**config.mk**
```make
export PLATFORM = sky130hd
export DESIGN_NAME = cau_front
export DESIGN_NICKNAME = d
export VERILOG_FILES = /design/src/design/cau_pkg.sv /design/src/design/cau_front.sv
export SDC_FILE = /design/constraint.sdc
export NUM_CORES = 1
export LEC_CHECK = 0
export BUFFER_PORTS_ARGS = -buffer_cell sky130_fd_sc_hd__buf_4
export CELL_PAD_IN_SITES_DETAIL_PLACEMENT = 1
export CELL_PAD_IN_SITES_GLOBAL_PLACEMENT = 2
export CORE_ASPECT_RATIO = 1.75
export CORE_MARGIN = 2
export CORE_UTILIZATION = 30
export DETAILED_ROUTE_END_ITERATION = 6
export GPL_ROUTABILITY_DRIVEN = 1
export HOLD_SLACK_MARGIN = 0.05
export MAX_ROUTING_LAYER = met4
export PLACE_DENSITY_LB_ADDON = 0.08
export RECOVER_POWER = 25
export SLEW_MARGIN = 20
export SYNTH_ARGS = -nofsm -noshare
export SYNTH_HDL_FRONTEND = slang
export SYNTH_SLANG_ARGS = --single-unit
```
**constraint.sdc**
```tcl
create_clock -name i_clk -period 6.4 [get_ports i_clk]
set_input_delay 0.64 -clock i_clk [delete_from_list [all_inputs] [get_ports i_clk]]
set_output_delay 0.64 -clock i_clk [all_outputs]
set_load 0.01 [all_outputs]
```
**src/design/cau_pkg.sv**
```systemverilog
package cau_pkg;

    // operand and result format
    localparam int DATA_W = 16;
    localparam int FRAC_W = 8;
    localparam int CMD_W  = 3;

    // command codes
    localparam logic [CMD_W-1:0] CMD_ADD  = 3'd0;
    localparam logic [CMD_W-1:0] CMD_SUB  = 3'd1;
    localparam logic [CMD_W-1:0] CMD_MUL  = 3'd2;
    localparam logic [CMD_W-1:0] CMD_DIV  = 3'd3;
    localparam logic [CMD_W-1:0] CMD_CONJ = 3'd4;

    // internal widths
    localparam int PROD_W  = 2 * DATA_W;          // one product
    localparam int NUM_W   = PROD_W + 1;          // sum of two products
    localparam int DEN_W   = PROD_W;              // br^2 + bi^2
    localparam int VAL_W   = NUM_W - FRAC_W;      // pre-saturation value
    localparam int QUO_W   = DATA_W;              // quotient bits kept
    localparam int REM_W   = DEN_W + QUO_W;       // divider remainder
    localparam int DIV_LAT = QUO_W + 1;           // divider stages

    // queue between front and back
    localparam int FIFO_DEPTH = 4;
    localparam int FIFO_AW    = 2;

    localparam logic signed [VAL_W-1:0] VAL_HI = VAL_W'((1 <<< (DATA_W - 1)) - 1);
    localparam logic signed [VAL_W-1:0] VAL_LO = -VAL_HI - VAL_W'(1);
    localparam logic [QUO_W-1:0] QUO_MAXPOS = QUO_W'((1 << (DATA_W - 1)) - 1);
    localparam logic [QUO_W-1:0] QUO_MAXNEG = QUO_W'(1 << (DATA_W - 1));

    typedef struct packed {
        logic [CMD_W-1:0]         cmd;
        logic signed [DATA_W-1:0] a_re;
        logic signed [DATA_W-1:0] a_im;
        logic signed [DATA_W-1:0] b_re;
        logic signed [DATA_W-1:0] b_im;
    } t_item;

    // saturate a signed value; returns {overflow, result}
    function automatic logic [DATA_W:0] sat_val(input logic signed [VAL_W-1:0] v);
        logic [DATA_W:0] r;
        if (v > VAL_HI) begin
            r = {1'b1, VAL_HI[DATA_W-1:0]};
        end else if (v < VAL_LO) begin
            r = {1'b1, VAL_LO[DATA_W-1:0]};
        end else begin
            r = {1'b0, v[DATA_W-1:0]};
        end
        return r;
    endfunction

    // saturate sign/magnitude quotient; big means magnitude beyond QUO_W bits
    function automatic logic [DATA_W:0] sat_quo(input logic neg, input logic big,
                                                input logic [QUO_W-1:0] q);
        logic [DATA_W:0] r;
        if (!neg) begin
            if (big || q > QUO_MAXPOS) r = {1'b1, QUO_MAXPOS};
            else                       r = {1'b0, q};
        end else begin
            if (big || q > QUO_MAXNEG) r = {1'b1, QUO_MAXNEG};
            else                       r = {1'b0, (~q) + QUO_W'(1)};
        end
        return r;
    endfunction

endpackage

```
**src/design/cau_front.sv**
```systemverilog
module cau_front (
    input  logic           i_clk,
    input  logic           i_rst_n,
    input  logic           i_valid,
    output logic           o_ready,
    input  cau_pkg::t_item i_item,
    output logic           o_valid,
    input  logic           i_pop,
    output cau_pkg::t_item o_item
);

    cau_pkg::t_item               r_mem [0:cau_pkg::FIFO_DEPTH-1];
    logic [cau_pkg::FIFO_AW-1:0]  r_wr_ptr, r_rd_ptr;
    logic [cau_pkg::FIFO_AW:0]    r_count;
    logic                         push, pop;
    cau_pkg::t_item               item_cl;

    // unused command codes become a plain zero result: fold them to add of zeros
    always_comb begin
        item_cl = i_item;
        if (i_item.cmd > cau_pkg::CMD_CONJ) begin
            item_cl.cmd  = cau_pkg::CMD_ADD;
            item_cl.a_re = '0;
            item_cl.a_im = '0;
            item_cl.b_re = '0;
            item_cl.b_im = '0;
        end
    end

    assign o_ready = (r_count != (cau_pkg::FIFO_AW + 1)'(cau_pkg::FIFO_DEPTH));
    assign o_valid = (r_count != '0);
    assign push    = i_valid && o_ready;
    assign pop     = i_pop && o_valid;
    assign o_item  = r_mem[r_rd_ptr];

    // queue storage
    always_ff @(posedge i_clk) begin
        if (push) begin
            r_mem[r_wr_ptr] <= item_cl;
        end
    end

    // queue pointers
    always_ff @(posedge i_clk) begin
        if (!i_rst_n) begin
            r_wr_ptr <= '0;
            r_rd_ptr <= '0;
            r_count  <= '0;
        end else begin
            if (push) r_wr_ptr <= r_wr_ptr + cau_pkg::FIFO_AW'(1);
            if (pop)  r_rd_ptr <= r_rd_ptr + cau_pkg::FIFO_AW'(1);
            if (push && !pop)      r_count <= r_count + (cau_pkg::FIFO_AW + 1)'(1);
            else if (pop && !push) r_count <= r_count - (cau_pkg::FIFO_AW + 1)'(1);
        end
    end

    a_count_bound: assert property (@(posedge i_clk) disable iff (!i_rst_n)
        r_count <= (cau_pkg::FIFO_AW + 1)'(cau_pkg::FIFO_DEPTH))
        else $error("queue count beyond depth");

endmodule

```
==> impl_metrics.csv, run 1 <==
group,metric,value,unit
pwr,power_frac_comb,0.242,
routing,drc_errors,0,
min_path,hold_path.class,"in2reg",
routing,via_count,4983,
setup_path,crit_arrival,2890,ps
setup_path,critPathKind,"reg2out",
setup_path,cp_data_required_time,5760,ps
logic_synthesis,ys_ff_latch,277,
logic_synthesis,synth_area_per_cell,22.51,um2
pwr,p_sw_frac,0.2674,
timing,fin_setup_tns,0,ps
grt,grt_use_total,0.1403,
grt,grt_overflow,0,
floorplan,row_count,91,
setup_path,end_kind,"primary output",
cts,htreeDepth,1,
routing,dr.pass1.iters,4,
min_path,whs_endpoint,"r_rd_ptr[0]",
pwr,p_per_area,389.6,nW/um2
setup_path,reg2reg_depth,4,
placed_design,place.port_buffers,139,
timing,fmax,283.6,MHz
setup_path,worst-path-max-fanout,42,
grt,grt_max_degree,68,
setup_path,r2r_start,"r_count[0]",
status,violations,"max-capacitance violations, max-slew violations",
routing,wl_per_cell,22.27,um
logic_synthesis,syn_nets,549,
logic_synthesis,synthCells,472,
pwr,power.internal,3701,uW
routing,viasPerCell,4.489,
flow_run,maxCapViolCount,1,
floorplan,dieWidth,146.3,um
logic_synthesis,synth_ff_type,"edfxtp_1",
floorplan,die_y,252.9,um
grt,antenna_found_initial,0,
pwr,p_total,5052,uW
timing,rsz0062_at_grt,"false",
timing,timing.final.crit_share,0.5509,
floorplan,coreArea,35070,um2
logic_synthesis,ys_warn_count,0,
floorplan,die-area,36990,um2
cells_and_area,drive_above_1_share,0.3891,
timing,final-hold-violation-count,0,
cells_and_area,area_delta_synth_final,22.05,%
cts,clock_latency,540,ps
routing,postRouteAntennaNets,0,
logic_synthesis,synthArstFlopShare,0,
pwr,power.switching,1351,uW
pwr,power.share.clock,0.289,
floorplan,pin_count,140,
setup_path,r2r-end,"r_mem[1][32]",
timing,worst_slew_pin_slew,3148,ps
cts,postCtsSetupBuffers,0,
logic_synthesis,synth_edf_count,268,
grt,grt_pass1_wl,37.42,mm
timing,max_slew_margin,-1.098,
status,status,"finished with violations",
timing,setup_viol,0,
logic_synthesis,yosysSeqAreaShare,0.7745,
floorplan,initial_core_util,0.3029,
pwr,power.leakage,0.004307,uW
grt,grt_pass1_vias,6012,
cells_and_area,nNetsFinal,702,
cts,ctsResizeCount,0,
pwr,ir_drop,0.1968,mV
cts,cts_buffers,27,
timing,min_period,3526,ps
timing,slew_violations,65,
cts,tritoncts,"done",
cells_and_area,diodes,0,
cts,clockBufferDepth,3,
placed_design,hpwl,14.99,mm
placed_design,globalplace.congestion,0.6847,
timing,final.setup_skew,9.352,ps
logic_synthesis,syn_area,10620,um2
cts,clkTransAtPathRegs,60,ps
cts,clock-root-buffer,"clkbuf_16",
pwr,power_frac_seq,0.469,
min_path,min_path_cells,2,
cts,holdBufCountCts,0,
routing,wirelength,24.72,mm
min_path,min_from,"i_rst_n",
setup_path,startpoint_type,"register",
routing,drtIter0Drc,147,
cts,clkSinkCount,277,
logic_synthesis,ys_types,27,
setup_path,reg2reg_slack,3380,ps
==> critical path: stages (launching register included) <==
cell	delay (ps)
dfxtp_4	970
buf_4	600
mux4_2	610
buf_4	160
==> layer usage <==
layer | GRT usage | share of wire
met1 | 0.1408 | 0.35
met2 | 0.2772 | 0.59
met3 | 0.02288 | 0.039
met4 | 0.03828 | 0.020
met5 | - | 0
==> worst max path at each step <==
stage | slack (ps) | depth (start not counted) | end
finish | 2870 | 3 | o_item[17]
global route | 2540 | 3 | o_item[17]
CTS | 2650 | 3 | o_item[17]
detailed placement | 3230 | 3 | o_item[17]
global placement | 3250 | 3 | o_item[17]
floorplan | 3430 | 2 | r_mem[0][0]
==> stage by stage <==
step | cells | setup slack [ps] | area [um2] | utilization | hold slack [ps]
after CTS | 1109 | 2645 | 12950 | 0.3694 | 390.4
after floorplan | 472 | 3434 | 10620 | - | 467.7
final | 1110 | 2874 | 12970 | 0.3697 | 415.6
after global placement | 1060 | 3253 | 12150 | 0.3465 | 477.1
after detailed placement | 1060 | 3228 | 12150 | 0.3465 | 510.8
after global routing | 1110 | 2537 | 12970 | 0.3697 | 410.1
==> sequential cells by signal, summed over array words and instances (netlist names), named ones only <==
name and cells:
r_rd_ptr 2, r_mem 268, r_wr_ptr 2, r_count 3
==> Yosys cell counts, types with 2 or more instances <==
cell / instances / share of area
buf_12: 4 / 0.0075
buf_1: 3 / 0.0011
xnor2_1: 3 / 0.0025
clkbuf_1: 7 / 0.0025
buf_4: 3 / 0.0021
edfxtp_1: 268 / 0.76
or3_1: 2 / 0.0012
and2_1: 72 / 0.042
dfxtp_1: 9 / 0.017
nand2_1: 5 / 0.0018
buf_2: 4 / 0.0019
mux2i_1: 3 / 0.0028
nor2b_1: 3 / 0.0018
ha_1: 5 / 0.0059
inv_1: 3 / 0.0011
mux4_2: 67 / 0.14
==> cell usage in the layout, fill, tap and decap left out, types with 2 or more instances in the layout <==
cell / instances
a21boi_0: 2
and2_0: 38
and2_1: 30
and2_4: 4
buf_4: 142
clkbuf_1: 10
clkbuf_16: 27
clkinv_1: 8
clkinv_2: 3
dfxtp_1: 7
dfxtp_4: 2
edfxtp_1: 268
ha_1: 5
inv_1: 3
inv_6: 2
mux2i_1: 3
mux4_2: 67
nand2_1: 5
nor2b_1: 3
or3_1: 2
xnor2_1: 3
==> final cells by class <==
| class | count | area (um2) |
|---|---|---|
| well taps | 465 | 581.8 |
| clock inverters | 15 | 100.1 |
| flip-flops and latches | 277 | 8235 |
| repair buffers | 146 | 1105 |
| multi-input cells | 170 | 2231 |
| clock buffers | 34 | 701.9 |
| fillers | 3537 | 22100 |
| inverters | 3 | 11.26 |
==> power by group through the flow <==
stage	clock (uW)	combinational [uW]	sequential, uW
floorplan	0	829	2300
global placement	0	1230	2440
detailed placement	0	1240	2450
CTS	1520	1250	2410
global route	1580	1320	2410
finish	1460	1220	2370
==> logic make-up (layout without fill, tap and decap cells) <==
kind of cell	Yosys count	in the layout	synth area share
buf+inv	25	198	0.01720
xor+xnor	4	4	0.003298
simple gates	84	84	0.04817
mux	70	70	0.1449
fa+ha+maj	6	6	0.007773
flops	277	277	0.7745
compound gates	6	6	0.004239
Note: power is estimated with default switching activity, not from simulation.
==> run 2, diff against run 1 <==
--- a/config.mk
+++ b/config.mk
@@ -5,6 +5,7 @@
 export SDC_FILE = /design/constraint.sdc
 export NUM_CORES = 1
 export LEC_CHECK = 0
+export ABC_AREA = 1
 export BUFFER_PORTS_ARGS = -buffer_cell sky130_fd_sc_hd__buf_4
 export CELL_PAD_IN_SITES_DETAIL_PLACEMENT = 1
 export CELL_PAD_IN_SITES_GLOBAL_PLACEMENT = 2
==> constraint.sdc (replaced) <==
create_clock -name i_clk -period 3.13 [get_ports i_clk]
set_input_delay 0.313 -clock i_clk [delete_from_list [all_inputs] [get_ports i_clk]]
set_output_delay 0.313 -clock i_clk [all_outputs]
set_load 0.01 [all_outputs]
==> impl_metrics.csv, run 2 <==
group,metric,value,unit
cts,clkSinkCount,277,
setup_path,worst-path-max-fanout,68,
cts,ctsResizeCount,0,
floorplan,row_count,92,
min_path,min_from,"i_valid",
logic_synthesis,synthSimpleGateAreaFrac,0.08087,
logic_synthesis,syn_area,10990,um2
floorplan,initial_core_util,0.3049,
setup_path,cp_data_required_time,2820,ps
logic_synthesis,synth_edf_count,268,
timing,final-hold-violation-count,0,
timing,timing.final.crit_share,0.8930,
grt,grt_max_degree,83,
grt,busiest_layer,"met2",
grt,grtUsageMet3,0.01950,
logic_synthesis,synth_largest_area_cell,"edfxtp_1",
cells_and_area,nNetsFinal,1068,
placed_design,globalplace.congestion,0.6999,
min_path,hold_path.class,"in2reg",
logic_synthesis,synth-xor-area-share,0,
cts,postCtsSetupBuffers,0,
setup_path,reg2reg_depth,9,
cts,clock_latency,540,ps
placed_design,hpwl,16.99,mm
logic_synthesis,synthCells,858,
logic_synthesis,ys_types,24,
cells_and_area,top_regs,"r_mem x268, r_count x3",
cells_and_area,largest_register,"r_mem",
grt,antenna_found_initial,0,
routing,drtIter0Drc,344,
cts,clockBufferDepth,3,
setup_path,critPathKind,"reg2out",
logic_synthesis,synth_adder_area_share,0.007517,
logic_synthesis,synth_area_per_cell,12.80,um2
cts,holdBufCountCts,1,
routing,viasPerCell,4.643,
grt,use_met2,0.2792,
logic_synthesis,syn_nets,935,
timing,fin_setup_tns,0,ps
logic_synthesis,synth_ff_type,"edfxtp_1",
setup_path,startpoint_type,"register",
setup_path,crit_arrival,2480,ps
floorplan,die_y,257.1,um
logic_synthesis,synth_compound_area_frac,0.1027,
cells_and_area,drive_above_1_share,0.1988,
logic_synthesis,netlist_top_cells_count,"edfxtp_1, nor2_1, o21ai_0, inv_1, o22ai_1",
cells_and_area,mostFrequentLayoutCell,"edfxtp_1",
logic_synthesis,synth.most_common_cell,"edfxtp_1",
cts,clkTransAtPathRegs,70,ps
logic_synthesis,ys_ff_latch,277,
cells_and_area,fin_util,0.3697,
routing,postRouteAntennaNets,0,
grt,grt_pass1_vias,7535,
floorplan,coreArea,36030,um2
placed_design,place.port_buffers,139,
cells_and_area,mostFrequentLayoutCells,"edfxtp_1, nor2_1, buf_4, o21ai_0, inv_1",
timing,worst_slew_pin_slew,1531,ps
timing,setup_viol,0,
min_path,min_path_cells,4,
grt,grt_use_total,0.1536,
floorplan,die-area,38230,um2
cts,cts_buffers,26,
timing,fmax,357.8,MHz
cts,clock-root-buffer,"clkbuf_16",
cells_and_area,largest_reg_flops,268,
setup_path,end_kind,"primary output",
cts,htreeDepth,1,
placed_design,dp_slack,833.3,ps
grt,met1_usage,0.1783,
logic_synthesis,synthArstFlopShare,0,
logic_synthesis,yosysTopAreaCellShare,0.7326,
timing,max_slew_margin,-0.02055,
cts,tritoncts,"done",
pwr,power.leakage,0.004943,uW
routing,dr.pass1.iters,4,
timing,setup_slack,335.0,ps
logic_synthesis,yosysSeqAreaShare,0.7490,
grt,grt_overflow,0,
logic_synthesis,ys_warn_count,0,
pwr,ir_drop,0.3489,mV
routing,drc_errors,0,
timing,min_period,2795,ps
routing,wirelength,28.44,mm
timing,rsz0062_at_grt,"false",
cells_and_area,area_delta_synth_final,21.24,%
floorplan,dieWidth,148.7,um
grt,grt_pass1_wl,43.70,mm
routing,wl_per_cell,19.20,um
timing,slew_violations,16,
status,status,"finished with violations",
pwr,p_per_area,786.3,nW/um2
routing,via_count,6877,
logic_synthesis,synth_top_family_by_area,"compound AO/OA/AOI/OAI gates",
logic_synthesis,synth_area_leaders,"edfxtp_1, nor2_1, o21ai_0",
cells_and_area,diodes,0,
logic_synthesis,synth_mux_area_frac,0,
status,violations,"max-capacitance violations, max-slew violations",
setup_path,r2r_start,"r_count[0]",
flow_run,maxCapViolCount,1,
timing,final.setup_skew,17.10,ps
floorplan,pin_count,140,
run 2: through the flow:
step           hold slack, ps  area (um2)  power (uW)  instances
3_3_place_gp            479.8       12500        7576       1432
5_1_grt                 61.70       13320       11070       1481
4_1_cts                 50.42       13330       10700       1481
3_5_place_dp            499.7       12500        7602       1432
2_1_floorplan           433.4       10990        6277        858
6_report                80.08       13320       10470       1481
run 2: cells by family (layout without fill, tap and decap cells):
kind of cell,count (synthesis),in the layout
fa+ha+maj,6,6
compound gates,208,208
buf+inv,133,286
simple gates,234,234
flops,277,277
run 2: layer usage:
metal	share of wire	routed length (um)
met3	0.034	976
met2	0.53	15160
met4	0.017	473
met1	0.42	11830
met5	0	0
run 2: layout make-up:
class / count / area (um2)
fill: 3873 / 22710
clock buffer: 31 / 690.7
timing repair buffer: 155 / 1229
multi-input combinational: 448 / 2126
tap: 470 / 588.1
clock inverter: 17 / 133.9
inverter: 83 / 319.1
sequential: 277 / 8233
run 2: final timing paths:
path                       to  slack, ps
setup / recovery   o_item[34]        340
hold / removal    r_wr_ptr[1]         80
setup reg to reg   r_count[1]        930
hold reg to reg    r_count[0]        510
run 2: worst max-delay path, cell delays in order (launching register included):
cell and delay (ps):
dfxtp_4 780, inv_8 290, buf_4 330, o21ai_0 180, o22ai_1 140, buf_4 170
run 2: power by group:
group / switching, uW / internal (uW) / total, uW / leakage [uW]
registers: 176 / 4540 / 4710 / 0.00257
clock network: 1320 / 1740 / 3060 / 0.000405
logic: 1680 / 1020 / 2700 / 0.00197
total: 3180 / 7290 / 10500 / 0.00494
